--- src/rtl/tga_rle_pkg.sv ---
// Shared types and constants for the TGA run-length pixel decoder.
package tga_rle_pkg;

  // Configuration register indexes
  localparam int CfgIdxW = 2;
  localparam logic [CfgIdxW-1:0] CfgRleMode   = 2'd0;
  localparam logic [CfgIdxW-1:0] CfgFourByte  = 2'd1;
  localparam logic [CfgIdxW-1:0] CfgPixCount  = 2'd2;

  // Packet header decoding
  localparam logic [7:0] RepeatBias  = 8'd127;
  localparam logic [7:0] OpaqueAlpha = 8'd255;

  // Queue between front and back
  localparam int QueueDepth = 4;
  localparam int QueuePtrW  = $clog2(QueueDepth);
  localparam int QueueCntW  = $clog2(QueueDepth + 1);

  typedef struct packed {
    logic        rle_mode;
    logic        four_byte_pixels;
    logic [31:0] pixel_count;
  } cfg_t;

  // One assembled pixel handed from front to back
  typedef struct packed {
    logic [7:0]  red;
    logic [7:0]  green;
    logic [7:0]  blue;
    logic [7:0]  alpha;
    logic [7:0]  run_len;      // unclamped run length, 1..128
    logic        last;         // this pixel completes the image
    logic [31:0] pixels_done;  // pixels emitted before this one
  } pixel_rec_t;

endpackage

--- src/rtl/tga_rle_front.sv ---
// Front end: parses packet headers, gathers pixel bytes, tracks image position.
module tga_rle_front (
  input  logic                   clk,
  input  logic                   rst,
  input  tga_rle_pkg::cfg_t      cfg,
  input  logic                   push,
  input  logic [7:0]             data_byte,
  input  logic                   rec_full,
  output logic                   rec_push,
  output tga_rle_pkg::pixel_rec_t rec
);

  logic        expect_header, expect_header_next;
  logic        in_repeat, in_repeat_next;
  logic [6:0]  lit_left, lit_left_next;
  logic [7:0]  rep_len, rep_len_next;
  logic [1:0]  byte_pos, byte_pos_next;
  logic [23:0] gathered, gathered_next;
  logic [31:0] pixels_done, pixels_done_next;

  logic        accept;
  logic        is_header;
  logic        complete;
  logic [1:0]  last_pos;
  logic [7:0]  run_len;
  logic [31:0] total;
  logic [32:0] done_sum;
  logic        is_last;

  assign accept    = push && !rec_full;
  assign last_pos  = cfg.four_byte_pixels ? 2'd3 : 2'd2;
  assign is_header = cfg.rle_mode && expect_header;
  assign complete  = !is_header && (byte_pos >= last_pos);
  assign run_len   = (cfg.rle_mode && in_repeat) ? ((rep_len == 8'd0) ? 8'd1 : rep_len) : 8'd1;
  assign total     = (cfg.pixel_count == 32'd0) ? 32'd1 : cfg.pixel_count;
  assign done_sum  = {1'b0, pixels_done} + {25'd0, run_len};
  assign is_last   = done_sum >= {1'b0, total};

  assign rec_push        = accept && complete;
  assign rec.red         = (byte_pos == 2'd2) ? data_byte : gathered[23:16];
  assign rec.green       = gathered[15:8];
  assign rec.blue        = gathered[7:0];
  assign rec.alpha       = cfg.four_byte_pixels ? data_byte : tga_rle_pkg::OpaqueAlpha;
  assign rec.run_len     = run_len;
  assign rec.last        = is_last;
  assign rec.pixels_done = pixels_done;

  always_comb begin
    expect_header_next = expect_header;
    in_repeat_next     = in_repeat;
    lit_left_next      = lit_left;
    rep_len_next       = rep_len;
    byte_pos_next      = byte_pos;
    gathered_next      = gathered;
    pixels_done_next   = pixels_done;
    if (accept) begin
      if (is_header) begin
        if (!data_byte[7]) begin
          in_repeat_next = 1'b0;
          lit_left_next  = data_byte[6:0];
        end else begin
          in_repeat_next = 1'b1;
          rep_len_next   = data_byte - tga_rle_pkg::RepeatBias;
        end
        expect_header_next = 1'b0;
        byte_pos_next      = 2'd0;
      end else if (!complete) begin
        case (byte_pos)
          2'd0:    gathered_next[7:0]   = data_byte;
          2'd1:    gathered_next[15:8]  = data_byte;
          2'd2:    gathered_next[23:16] = data_byte;
          default: gathered_next        = gathered;
        endcase
        byte_pos_next = byte_pos + 2'd1;
      end else begin
        byte_pos_next = 2'd0;
        if (is_last) begin
          // image done: restart for the next one
          expect_header_next = 1'b1;
          in_repeat_next     = 1'b0;
          lit_left_next      = 7'd0;
          rep_len_next       = 8'd0;
          pixels_done_next   = 32'd0;
        end else begin
          pixels_done_next = done_sum[31:0];
          if (cfg.rle_mode) begin
            if (in_repeat || (lit_left == 7'd0)) begin
              expect_header_next = 1'b1;
            end else begin
              lit_left_next = lit_left - 7'd1;
            end
          end
        end
      end
    end
  end

  always_ff @(posedge clk) begin
    if (rst) begin
      expect_header <= 1'b1;
      in_repeat     <= 1'b0;
      lit_left      <= 7'd0;
      rep_len       <= 8'd0;
      byte_pos      <= 2'd0;
      pixels_done   <= 32'd0;
    end else begin
      expect_header <= expect_header_next;
      in_repeat     <= in_repeat_next;
      lit_left      <= lit_left_next;
      rep_len       <= rep_len_next;
      byte_pos      <= byte_pos_next;
      pixels_done   <= pixels_done_next;
    end
  end

  always_ff @(posedge clk) begin
    gathered <= gathered_next;
  end

  a_last_reopens_header: assert property (@(posedge clk) disable iff (rst)
    (rec_push && rec.last) |=> (expect_header && pixels_done == 32'd0))
    else $error("image end did not restart the decoder");

endmodule

--- src/rtl/tga_rle_queue.sv ---
// Short pixel-record queue between front and back.
module tga_rle_queue (
  input  logic                   clk,
  input  logic                   rst,
  input  logic                   wr_en,
  input  tga_rle_pkg::pixel_rec_t wr_data,
  output logic                   full,
  input  logic                   rd_en,
  output logic                   rd_valid,
  output tga_rle_pkg::pixel_rec_t rd_data
);

  tga_rle_pkg::pixel_rec_t slots [tga_rle_pkg::QueueDepth];
  logic [tga_rle_pkg::QueuePtrW-1:0] wr_ptr, rd_ptr;
  logic [tga_rle_pkg::QueueCntW-1:0] fill;
  logic do_wr, do_rd;

  assign full     = (fill == tga_rle_pkg::QueueCntW'(tga_rle_pkg::QueueDepth));
  assign rd_valid = (fill != '0);
  assign rd_data  = slots[rd_ptr];
  assign do_wr    = wr_en && !full;
  assign do_rd    = rd_en && rd_valid;

  always_ff @(posedge clk) begin
    if (rst) begin
      wr_ptr <= '0;
      rd_ptr <= '0;
      fill   <= '0;
    end else begin
      if (do_wr) begin
        wr_ptr <= wr_ptr + tga_rle_pkg::QueuePtrW'(1);
      end
      if (do_rd) begin
        rd_ptr <= rd_ptr + tga_rle_pkg::QueuePtrW'(1);
      end
      if (do_wr && !do_rd) begin
        fill <= fill + tga_rle_pkg::QueueCntW'(1);
      end else if (do_rd && !do_wr) begin
        fill <= fill - tga_rle_pkg::QueueCntW'(1);
      end
    end
  end

  always_ff @(posedge clk) begin
    if (do_wr) begin
      slots[wr_ptr] <= wr_data;
    end
  end

  a_fill_bounded: assert property (@(posedge clk) disable iff (rst)
    fill <= tga_rle_pkg::QueueCntW'(tga_rle_pkg::QueueDepth))
    else $error("queue fill count out of range");

endmodule

--- src/rtl/tga_rle_back.sv ---
// Back end: clamps run length at image end and holds the result register.
module tga_rle_back (
  input  logic                    clk,
  input  logic                    rst,
  input  tga_rle_pkg::cfg_t       cfg,
  input  logic                    rec_valid,
  input  tga_rle_pkg::pixel_rec_t rec,
  output logic                    rec_pop,
  output logic                    empty,
  input  logic                    pop,
  output logic [7:0]              red,
  output logic [7:0]              green,
  output logic [7:0]              blue,
  output logic [7:0]              alpha,
  output logic [7:0]              repeat_count,
  output logic                    last_pixel,
  output logic                    overrun
);

  logic        out_valid;
  logic [31:0] total;
  logic [31:0] remaining;
  logic [7:0]  count_next;
  logic        overrun_next;

  assign total     = (cfg.pixel_count == 32'd0) ? 32'd1 : cfg.pixel_count;
  assign remaining = (rec.pixels_done < total) ? (total - rec.pixels_done) : 32'd1;
  // On the last pixel what remains never exceeds the run, so it fits in 8 bits
  assign count_next   = rec.last ? remaining[7:0] : rec.run_len;
  assign overrun_next = rec.last && ({24'd0, rec.run_len} > remaining);

  assign rec_pop = rec_valid && (!out_valid || pop);
  assign empty   = !out_valid;

  always_ff @(posedge clk) begin
    if (rst) begin
      out_valid <= 1'b0;
    end else if (rec_pop) begin
      out_valid <= 1'b1;
    end else if (pop) begin
      out_valid <= 1'b0;
    end
  end

  always_ff @(posedge clk) begin
    if (rec_pop) begin
      red          <= rec.red;
      green        <= rec.green;
      blue         <= rec.blue;
      alpha        <= rec.alpha;
      repeat_count <= count_next;
      last_pixel   <= rec.last;
      overrun      <= overrun_next;
    end
  end

  a_overrun_is_last: assert property (@(posedge clk) disable iff (rst)
    (out_valid && overrun) |-> last_pixel)
    else $error("overrun flagged on a pixel that is not last");

  a_count_nonzero: assert property (@(posedge clk) disable iff (rst)
    out_valid |-> (repeat_count != 8'd0))
    else $error("zero repeat count on output");

endmodule

--- src/rtl/tga_rle_pixel_decoder.sv ---
// Top level of the TGA run-length pixel decoder: config registers and the front/queue/back chain.
// A pixel's result passes through the pixel queue and then the output register before it shows on the output.
// Throughput: one data byte per cycle; header and leading pixel bytes produce no beat.
// The input stalls only when the four-entry pixel queue fills behind a stalled output.
// Reset (rst, synchronous) restores rle_mode=1, four_byte_pixels=1, pixel_count=1,
// empties both queue and output register, and arms the decoder for a packet header.
module tga_rle_pixel_decoder (
  input  logic                              clk,
  input  logic                              rst,
  // byte input, queue style
  input  logic                              push,
  output logic                              full,
  input  logic [7:0]                        data_byte,
  // pixel output, queue style
  output logic                              empty,
  input  logic                              pop,
  output logic [7:0]                        red,
  output logic [7:0]                        green,
  output logic [7:0]                        blue,
  output logic [7:0]                        alpha,
  output logic [7:0]                        repeat_count,
  output logic                              last_pixel,
  output logic                              overrun,
  // configuration writes
  input  logic                              cfg_valid,
  output logic                              cfg_ready,
  input  logic [tga_rle_pkg::CfgIdxW-1:0]   cfg_index,
  input  logic [31:0]                       cfg_data
);

  tga_rle_pkg::cfg_t       cfg;
  tga_rle_pkg::pixel_rec_t front_rec;
  tga_rle_pkg::pixel_rec_t head_rec;
  logic                    front_push;
  logic                    q_full;
  logic                    q_valid;
  logic                    q_pop;

  // Config writes are always taken; the block leaves it to software to write only while the decoder is idle.
  assign cfg_ready = 1'b1;

  always_ff @(posedge clk) begin
    if (rst) begin
      cfg.rle_mode         <= 1'b1;
      cfg.four_byte_pixels <= 1'b1;
      cfg.pixel_count      <= 32'd1;
    end else if (cfg_valid && cfg_ready) begin
      case (cfg_index)
        tga_rle_pkg::CfgRleMode:  cfg.rle_mode         <= cfg_data[0];
        tga_rle_pkg::CfgFourByte: cfg.four_byte_pixels <= cfg_data[0];
        tga_rle_pkg::CfgPixCount: cfg.pixel_count      <= cfg_data;
        default:                  cfg                  <= cfg;  // drop unknown index
      endcase
    end
  end

  // Hold off input whenever the pixel queue is full.
  assign full = q_full;

  tga_rle_front u_front (
    .clk       (clk),
    .rst       (rst),
    .cfg       (cfg),
    .push      (push),
    .data_byte (data_byte),
    .rec_full  (q_full),
    .rec_push  (front_push),
    .rec       (front_rec)
  );

  // Queue decouples header parsing from run clamping and the output register.
  tga_rle_queue u_queue (
    .clk      (clk),
    .rst      (rst),
    .wr_en    (front_push),
    .wr_data  (front_rec),
    .full     (q_full),
    .rd_en    (q_pop),
    .rd_valid (q_valid),
    .rd_data  (head_rec)
  );

  // Advance the queue head into the output register whenever it is free or being popped.
  tga_rle_back u_back (
    .clk          (clk),
    .rst          (rst),
    .cfg          (cfg),
    .rec_valid    (q_valid),
    .rec          (head_rec),
    .rec_pop      (q_pop),
    .empty        (empty),
    .pop          (pop),
    .red          (red),
    .green        (green),
    .blue         (blue),
    .alpha        (alpha),
    .repeat_count (repeat_count),
    .last_pixel   (last_pixel),
    .overrun      (overrun)
  );

endmodule
--- config.mk ---
export PLATFORM = sky130hd
export DESIGN_NAME = tga_rle_pixel_decoder
export DESIGN_NICKNAME = d
export VERILOG_FILES = /design/src/rtl/tga_rle_pkg.sv /design/src/rtl/tga_rle_front.sv /design/src/rtl/tga_rle_queue.sv /design/src/rtl/tga_rle_back.sv /design/src/rtl/tga_rle_pixel_decoder.sv
export SDC_FILE = /design/constraint.sdc
export NUM_CORES = 1
export LEC_CHECK = 0
export BUFFER_PORTS_ARGS = -buffer_cell sky130_fd_sc_hd__buf_2
export CAP_MARGIN = 40
export CORE_ASPECT_RATIO = 0.7
export CORE_MARGIN = 2
export CORE_UTILIZATION = 58
export CTS_BUF_LIST = sky130_fd_sc_hd__clkbuf_4
export DETAILED_ROUTE_END_ITERATION = 16
export PLACE_DENSITY_LB_ADDON = 0.3
export SYNTH_ARGS = -nofsm -noshare
export SYNTH_HDL_FRONTEND = slang
export SYNTH_HIERARCHICAL = 1
export SYNTH_SLANG_ARGS = --single-unit
--- constraint.sdc ---
create_clock -name clk -period 6.25 [get_ports clk]
set_input_delay 1.25 -clock clk [delete_from_list [all_inputs] [get_ports clk]]
set_output_delay 1.25 -clock clk [all_outputs]
set_load 0.05 [all_outputs]
Word level (Yosys, flattened, before mapping). Memories as Yosys holds them, arrays and structs flattened. A register that Yosys moved wholly into a read port is not among the register bits. Index checks and enable logic that the tools add are counted.

Register bits: 159. RAM bits: 292. Bits of input ports: 47. Output and inout bits: 45. Word-level logic and storage cells: 126. Memories kept: 1.

Add/sub/neg operators: 9. Order comparisons: 4. Equal/unequal tests: 8. Muxes and demuxes: 38. Bitwise operators: 2. Reductions and logical operators: 41.

Memories: u_queue.slots (depth 4, bits a word 73, read ports 1, clocked after memory_dff 1, write ports 1, line tga_rle_queue.sv:13) `tga_rle_pkg::pixel_rec_t slots [tga_rle_pkg::QueueDepth];`.

Operators by type and width (count): two-way mux 32 bit (3); two-way mux 8 bit (9); two-way mux 7 bit (6); adder 32 x 8 -> 33 bit (1); greater-or-equal comparator 33 x 32 -> 1 bit (1); > comparator 8 x 32 -> 1 bit (1); zero test 32 bit (1); < comparator 32 bit (1); subtractor 32 bit (1); AND reduction 4 bit (4); two-way mux 1 bit (14); logical AND 1 bit (11); AND reduction 3 bit (3); nonzero test 3 bit (3); zero test 8 bit (1); two-way mux 2 bit (4); nonzero test 2 bit (4); subtractor 8 x 7 -> 8 bit, second input constant (1); zero test 7 bit (1); subtractor 7 x 1 -> 7 bit, second input constant (1); adder 2 x 1 -> 2 bit, second input constant (3); two-way mux 3 bit (2); AND reduction 2 bit (3); zero test 1 bit (5); other kinds (12) (18).

Logic depth before layout (Yosys ltp). Gate-level depths: netlist of run 1.

Depth in word-level cells: 9. Gate-level depth with buffers: 26.

Cells and area by module. Netlist of run 1, hierarchy kept.

By module, submodules not included: tga_rle_queue (times used 1, cells an instance 429, area an instance 11071.9 sq um, seq. area each 8948.6 sq um); tga_rle_front (times used 1, cells an instance 642, area an instance 5445.2 sq um, seq. area each 1741.7 sq um); tga_rle_back (times used 1, cells an instance 482, area an instance 4080.2 sq um, seq. area each 1281.2 sq um); tga_rle_pixel_decoder (times used 1, cells an instance 150, area an instance 1559.0 sq um, seq. area each 680.7 sq um).

Worst setup path before layout of run 1. OpenSTA, ideal clock, no wires.

Path kind: input to register. Start point: input port pop. End point: register u_queue/fill[2] in the netlist's numbering. Library setup time: 0.070 ns. Arrival: 6.078 ns. Required time: 6.180 ns. Path slack: 0.102 ns. Cell stages on the path: 9. Path buffers: 0. Cell sequence: inv_1 > a21boi_0 > o31ai_1 > ha_1 > inv_1 > fa_1 > xor2_1 > or3_1 > a21oi_1.

Word-level cells in the longest chain between the ends: 6. Elaborated cells on any way between the ends: 8. Those cells by class: mux: 1; reduce/logical: 7.

RTL lines: start, declared (line tga_rle_pixel_decoder.sv:16) `input logic pop,`; logical OR 1 bit (*) (line tga_rle_back.sv:32) `assign rec_pop = rec_valid && (!out_valid || pop);`; logical AND 1 bit (*) (line tga_rle_back.sv:32); via q_pop (line tga_rle_pixel_decoder.sv:37) `logic q_pop;`; logical AND 1 bit (*) (line tga_rle_queue.sv:22) `assign do_rd = rd_en && rd_valid;`; zero test 1 bit (line tga_rle_queue.sv:36) `if (do_wr && !do_rd) begin`; logical AND 1 bit (line tga_rle_queue.sv:36); two-way mux 3 bit / nonzero test 2 bit (equally long branches); end signal, assigned (line tga_rle_queue.sv:37) `fill <= fill + tga_rle_pkg::QueueCntW'(1);`; end signal, assigned (line tga_rle_queue.sv:39) `fill <= fill - tga_rle_pkg::QueueCntW'(1);`; end, declared (line tga_rle_queue.sv:15) `logic [tga_rle_pkg::QueueCntW-1:0] fill;`.

The timed path passes the listed nets; every way through them passes the cells marked *. A chain may end at the register's enable or synchronous reset.

==> results.json, run 1 <==
{
  "status": "completed",
  "cp_slowest_cell": "nor4_1",
  "routed_wl_microns": 53300,
  "worst_ir_drop_vdd_v": 0.000186,
  "p_comb_frac": 0.071,
  "leakage_nw": 8.78,
  "core_region_area_sq_um": 37400,
  "fp-row-count": 59,
  "cts_hold_buf": 0,
  "ant_nets": 0,
  "cts_htree_levels": 3,
  "synth_fa_ha_area_frac": 0.0547,
  "grt_max_degree": 72,
  "cts.sinks": 453,
  "die_w_microns": 238,
  "slew_violations": 0,
  "p_clk_frac": 0.392,
  "max_slew_margin": 0.361,
  "gp_congestion": 0.921,
  "post_cts_buffers": 0,
  "hold_class": "flop to flop",
  "grt_pass1_wl_microns": 82600,
  "muxShareOfSynthArea": 0.0961,
  "synth-compound-area-share": 0.0876,
  "yosys_warnings": 6,
  "path_cells": "nor4_1 > a211o_1 > ha_1 > inv_1 > fa_1 > nor2b_1 > o211ai_1 > a21boi_2 > nand4_1 > or2_1 > xnor2_1 > ha_1 > nand4_1 > nor4_1 > o21ai_0 > o21a_1 > buf_4 > a21o_1 > a221oi_1",
  "yosysSeqAreaShare": 0.571,
  "required_ns": 6.94,
  "synth_top_family_by_area": "simple AND/OR/NAND/NOR gates",
  "max_freq_mhz": 169,
  "netSwitchingPower_mw": 1.48,
  "utilization": 0.645,
  "ys_async_sr_fraction": 0,
  "grt-ovfl-total": 0,
  "nNetsFinal": 1941,
  "tightest_slew_ns": 0.954,
  "cts_resized": 0,
  "drive_gt1_frac": 0.213,
  "cp_top_family": "compound AO/OA/AOI/OAI gates",
  "endpoint_kind": "flop",
  "fin_setup_tns_ns": 0,
  "holdPathStages": 0,
  "path_buf_inv": 2,
  "synthCells": 1703,
  "ys_ff_latch": 453,
  "yosys.area.top_type": "edfxtp_1",
  "synth_xor_xnor_area_share": 0.0221,
  "p_int_mw": 4.63,
  "grt_pass1_vias": 14400,
  "drc": 0,
  "place_area_sq_um": 22700,
  "clock_skew_ns": 0.0503,
  "wl_per_cell_microns": 22.4,
  "rsz0062_at_grt": "false",
  "area_growth_syn_to_layout_pct": 8.89,
  "synthSimpleGateAreaFrac": 0.116,
  "fin_area_sq_um": 24100,
  "fin_crit_ns": 5.91,
  "viasPerCell": 6.16,
  "setup_viol": 0,
  "synth_cell_types": 95,
  "drtPass1Iterations": 6,
  "synthTopCellsByCount": "edfxtp_1, inv_1, dfxtp_1",
  "cp_data_arrival_time_ns": 6.60,
  "cts_buffers": 106,
  "place_hpwl_microns": 36700,
  "synth_top_flop_cell": "edfxtp_1",
  "synth_area_leaders": "edfxtp_1, dfxtp_1, mux4_2",
  "dp_cells": 2179,
  "fp.dieH_microns": 168,
  "maxCapViolations": 0,
  "antenna_found_initial": 2,
  "swShare": 0.242,
  "root_buffer": "clkbuf_4",
  "synthMostInstantiatedCell": "edfxtp_1",
  "seq_power_share": 0.537,
  "synth_enable_flop_cells": 358,
  "finalWorstSetupSlack_ns": 0.340,
  "clk_pin_slew_worst_paths_ns": 0.07,
  "critical_path_peak_fanout": 25,
  "path_depth": 19,
  "critPathLaunchType": "flop",
  "grt_use_total": 0.273,
  "die-area_sq_um": 39800,
  "vias": 14700,
  "final_cells": 2381,
  "slowest_delay_ns": 0.65,
  "pre_cts_ws_ns": 0.515,
  "clk_path_buf_depth": 3,
  "initial_core_util": 0.592,
  "netlist.area_leader.share": 0.485,
  "min_period_over_period": 0.946,
  "synth.avg_cell_area_sq_um": 13.0,
  "hold_viol_final": 0,
  "io_buffers": 90,
  "first_iter_violations": 1625,
  "cts_tree": "done",
  "power_density_nw_per_um2": 253,
  "r2r_cells": 19,
  "syn_area_sq_um": 22200,
  "synth_nets": 1845,
  "clk_latency_ns": 0.82,
  "path_class": "flop to flop",
  "boundaryPins": 92
}
cell type report:
| type | instances | area [sq um] |
|---|---|---|
| timing repair buffer | 108 | 663 |
| tap | 488 | 611 |
| inverter | 109 | 409 |
| clock inverter | 39 | 199 |
| antenna | 2 | 5.00 |
| multi-input combinational | 1021 | 8370 |
| fill | 2756 | 13300 |
| sequential | 453 | 12700 |
| clock buffer | 161 | 1210 |
path summary, 6_finish.rpt:
check / from / end / slack [ns]
min reg2reg: u_front/gathered[3]$_DFFE_PP_ / u_queue/slots[2][52]$_DFFE_PP_ / 0.48
max reg2reg: u_front/rep_len[1]$_SDFFE_PP0P_ / u_front/lit_left[5]$_SDFFE_PP0P_ / 0.34
max: u_front/rep_len[1]$_SDFFE_PP0P_ / u_front/lit_left[5]$_SDFFE_PP0P_ / 0.34
min: u_front/gathered[3]$_DFFE_PP_ / u_queue/slots[2][52]$_DFFE_PP_ / 0.48
worst reg2reg max path, cell delays in order (launching register included):
cell and delay (ns):
dfxtp_1 0.33, nor4_1 0.27, a211o_1 0.25, ha_1 0.19
inv_1 0.05, fa_1 0.40, nor2b_1 0.19, o211ai_1 0.16
a21boi_2 0.49, nand4_1 0.33, or2_1 0.36, xnor2_1 0.15
ha_1 0.32, nand4_1 0.13, nor4_1 0.65, o21ai_0 0.20
o21a_1 0.49, buf_4 0.38, a21o_1 0.21, a221oi_1 0.30
state kept, by name (all words and copies together) (netlist names), 8 cells and up, named ones only:
signal	cells
cfg	34
u_front/rep_len	8
u_front/pixels_done	32
u_back/repeat_count	8
u_back/green	8
u_queue/slots	292
u_back/blue	8
u_back/alpha	8
u_front/gathered	24
u_back/red	8
layout by cell type (no fill, tap or decap), types with 25 or more instances in the layout:
cell type	n
a21oi_1	69
buf_2	89
clkbuf_4	161
clkinv_1	26
dfxtp_1	93
edfxtp_1	358
ha_1	92
inv_1	108
mux2i_1	38
mux4_2	72
nand2_1	83
nand2b_1	82
nand3_1	37
nand4_1	44
nor2_1	65
nor3_1	36
o21ai_0	29
xnor2_1	31
xor2_1	25
routing by layer:
metal | track usage | up-vias | part of all wire
met5 | 0 | - | 0
met4 | 0.0648 | 0 | 0.015
met3 | 0.0884 | 84 | 0.11
met2 | 0.392 | 709 | 0.43
met1 | 0.404 | 7189 | 0.44
li1 | - | 6691 | -
through the flow:
stage | hold WS (ns) | power (mW)
2_1_floorplan | 0.455 | 3.65
3_3_place_gp | 0.471 | 3.75
3_5_place_dp | 0.484 | 3.76
4_1_cts | 0.480 | 6.15
5_1_grt | 0.512 | 6.37
6_report | 0.477 | 6.10
power groups by stage:
| stage | sequential (mW) | clock, mW | combinational [mW] |
|---|---|---|---|
| after global placement | 3.34 | 0 | 0.407 |
| after floorplan | 3.33 | 0 | 0.318 |
| final | 3.28 | 2.40 | 0.431 |
| after global routing | 3.28 | 2.62 | 0.470 |
| after detailed placement | 3.34 | 0 | 0.415 |
| after CTS | 3.28 | 2.46 | 0.418 |
cell families after synthesis:
group	Yosys count
adders and majority gates	95
DFF	453
other	1
AOI/OAI and AO/OA	278
buffers and inverters	229
xor gates and xnor gates	56
and+or+nand+nor	471
muxes	120
Power figures use the tool's default switching activity.
==> run 2: changes to the inputs <==
- CORE_UTILIZATION: 58 -> 45
==> results.json, run 2 (synthesis results as in run 1) <==
{
  "status": "completed",
  "die_w_microns": 269,
  "gp_congestion": 0.947,
  "reg_top3": "u_queue/slots: 292 flops, cfg: 34 flops, u_front/pixels_done: 32 flops",
  "viasPerCell": 5.70,
  "slowest_delay_ns": 0.58,
  "pre_cts_ws_ns": 0.350,
  "fp-row-count": 67,
  "area_growth_syn_to_layout_pct": 10.5,
  "vias": 14600,
  "final_cells": 2556,
  "clock_skew_ns": 0.0586,
  "first_iter_violations": 1459,
  "tightest_slew_ns": 0.995,
  "power_density_nw_per_um2": 256,
  "finalWorstSetupSlack_ns": 0.464,
  "die-area_sq_um": 51100,
  "antenna_found_initial": 2,
  "ant_nets": 0,
  "dp_cells": 2351,
  "place_hpwl_microns": 37000,
  "clk_path_buf_depth": 3,
  "wl_per_cell_microns": 21.2,
  "cts_htree_levels": 3,
  "rsz0062_at_grt": "false",
  "max_freq_mhz": 173,
  "setup_viol": 0,
  "path_class": "flop to flop",
  "required_ns": 6.99,
  "largest_reg_flops": 292,
  "critPathLaunchType": "flop",
  "cts_buffers": 106,
  "nNetsFinal": 1947,
  "drive_gt1_frac": 0.216,
  "min_period_over_period": 0.926,
  "cp_top_family": "simple AND/OR/NAND/NOR gates",
  "layout_common_cells": "edfxtp_1, clkbuf_4, inv_1",
  "leakage_nw": 8.86,
  "worst_ir_drop_vdd_v": 0.000141,
  "fill_cells": 4152,
  "hold_viol_final": 0,
  "critical_path_peak_fanout": 17,
  "regMostFlops": "u_queue/slots",
  "cts.sinks": 453,
  "seqCellArea_sq_um": 12700,
  "fin_crit_ns": 5.79,
  "slew_violations": 0,
  "grt_use_total": 0.212,
  "cts_hold_buf": 0,
  "mostFrequentLayoutCell": "edfxtp_1",
  "grt_pass1_vias": 14300,
  "path_buf_inv": 3,
  "hold_class": "flop to flop",
  "core_region_area_sq_um": 48200,
  "fp.dieH_microns": 190,
  "maxCapViolations": 0,
  "routed_wl_microns": 54100,
  "multiInputGateArea_sq_um": 8380,
  "initial_core_util": 0.460,
  "path_cells": "buf_4 > mux4_2 > inv_1 > ha_1 > nand4_1 > nor3_1 > a211oi_1 > o21a_1 > a31oi_1 > buf_4 > nand2_1 > ha_1 > nor2b_1 > o21a_1 > o21a_1 > o21bai_1 > a221oi_1 > nand4_1 > nor4_4 > nand4_1 > nand2_1",
  "max_slew_margin": 0.334,
  "min_from": "u_front/gathered[6]$_DFFE_PP_",
  "io_buffers": 90,
  "grt_pass1_wl_microns": 82900,
  "drc": 0,
  "endpoint_kind": "flop",
  "grt_max_degree": 99,
  "clk_pin_slew_worst_paths_ns": 0.08,
  "cp_slowest_cell": "mux4_2",
  "boundaryPins": 92,
  "root_buffer": "clkbuf_4",
  "clk_latency_ns": 0.90,
  "grt-ovfl-total": 0,
  "fin_setup_tns_ns": 0,
  "cp_data_arrival_time_ns": 6.53,
  "cts_tree": "done",
  "drtPass1Iterations": 5
}
run 2: area by class of cell:
type	count	share of cell area
Clock inverter	33	0.00997
Sequential cell	453	0.517
Timing Repair Buffer	114	0.0289
Inverter	109	0.0167
Clock buffer	165	0.0506
Tap cell	655	0.0335
Multi-Input combinational cell	1021	0.342
Antenna cell	6	0.000613
run 2: worst reg2reg max path, cell delays in order (launching register included):
cell      delay [ns]
dfxtp_4         0.54
buf_4           0.29
mux4_2          0.58
inv_1           0.11
ha_1            0.39
nand4_1         0.24
nor3_1          0.53
a211oi_1        0.21
o21a_1          0.27
a31oi_1         0.15
buf_4           0.23
nand2_1         0.09
ha_1            0.30
nor2b_1         0.17
o21a_1          0.13
o21a_1          0.11
o21bai_1        0.10
a221oi_1        0.48
nand4_1         0.24
nor4_4          0.17
nand4_1         0.22
nand2_1         0.14
run 2: repair_timing:
item / in CTS / in global routing
buffers inserted: 0 / 1
resized for setup: 0 / 2
endpoints found under the setup margin: 0 / 7
run 2: power by group:
part / internal, mW / switching, mW / total (mW)
registers: 3.25 / 0.0311 / 3.28
logic: 0.154 / 0.272 / 0.427
clock network: 1.37 / 1.19 / 2.56
total: 4.77 / 1.50 / 6.27
run 2: path summary, 6_finish.rpt:
path | endpoint | slack [ns] | depth (start not counted)
worst max-delay path | u_back/overrun$_DFFE_PP_ | 0.46 | 21
worst min-delay path | u_queue/slots[0][55]$_DFFE_PP_ | 0.49 | 0
worst max register to register | u_back/overrun$_DFFE_PP_ | 0.46 | 21
worst min register to register | u_queue/slots[0][55]$_DFFE_PP_ | 0.49 | 0
run 2: metal layers:
layer  vias up  wire, microns  GRT usage
met1      7196          24900      0.307
met5         -              0          0
li1       6704              -          -
met2       561          23200      0.305
met4         0           1330     0.0733
met3       105           4760     0.0596
run 2: per-stage QoR:
stage	instance area, sq um	utilization	power, mW	hold slack [ns]
after floorplan	22200	-	3.65	0.455
after global placement	22900	0.476	3.75	0.473
after detailed placement	22900	0.476	3.76	0.482
after CTS	24400	0.507	6.33	0.498
after global routing	24500	0.508	6.52	0.527
final	24500	0.508	6.27	0.493
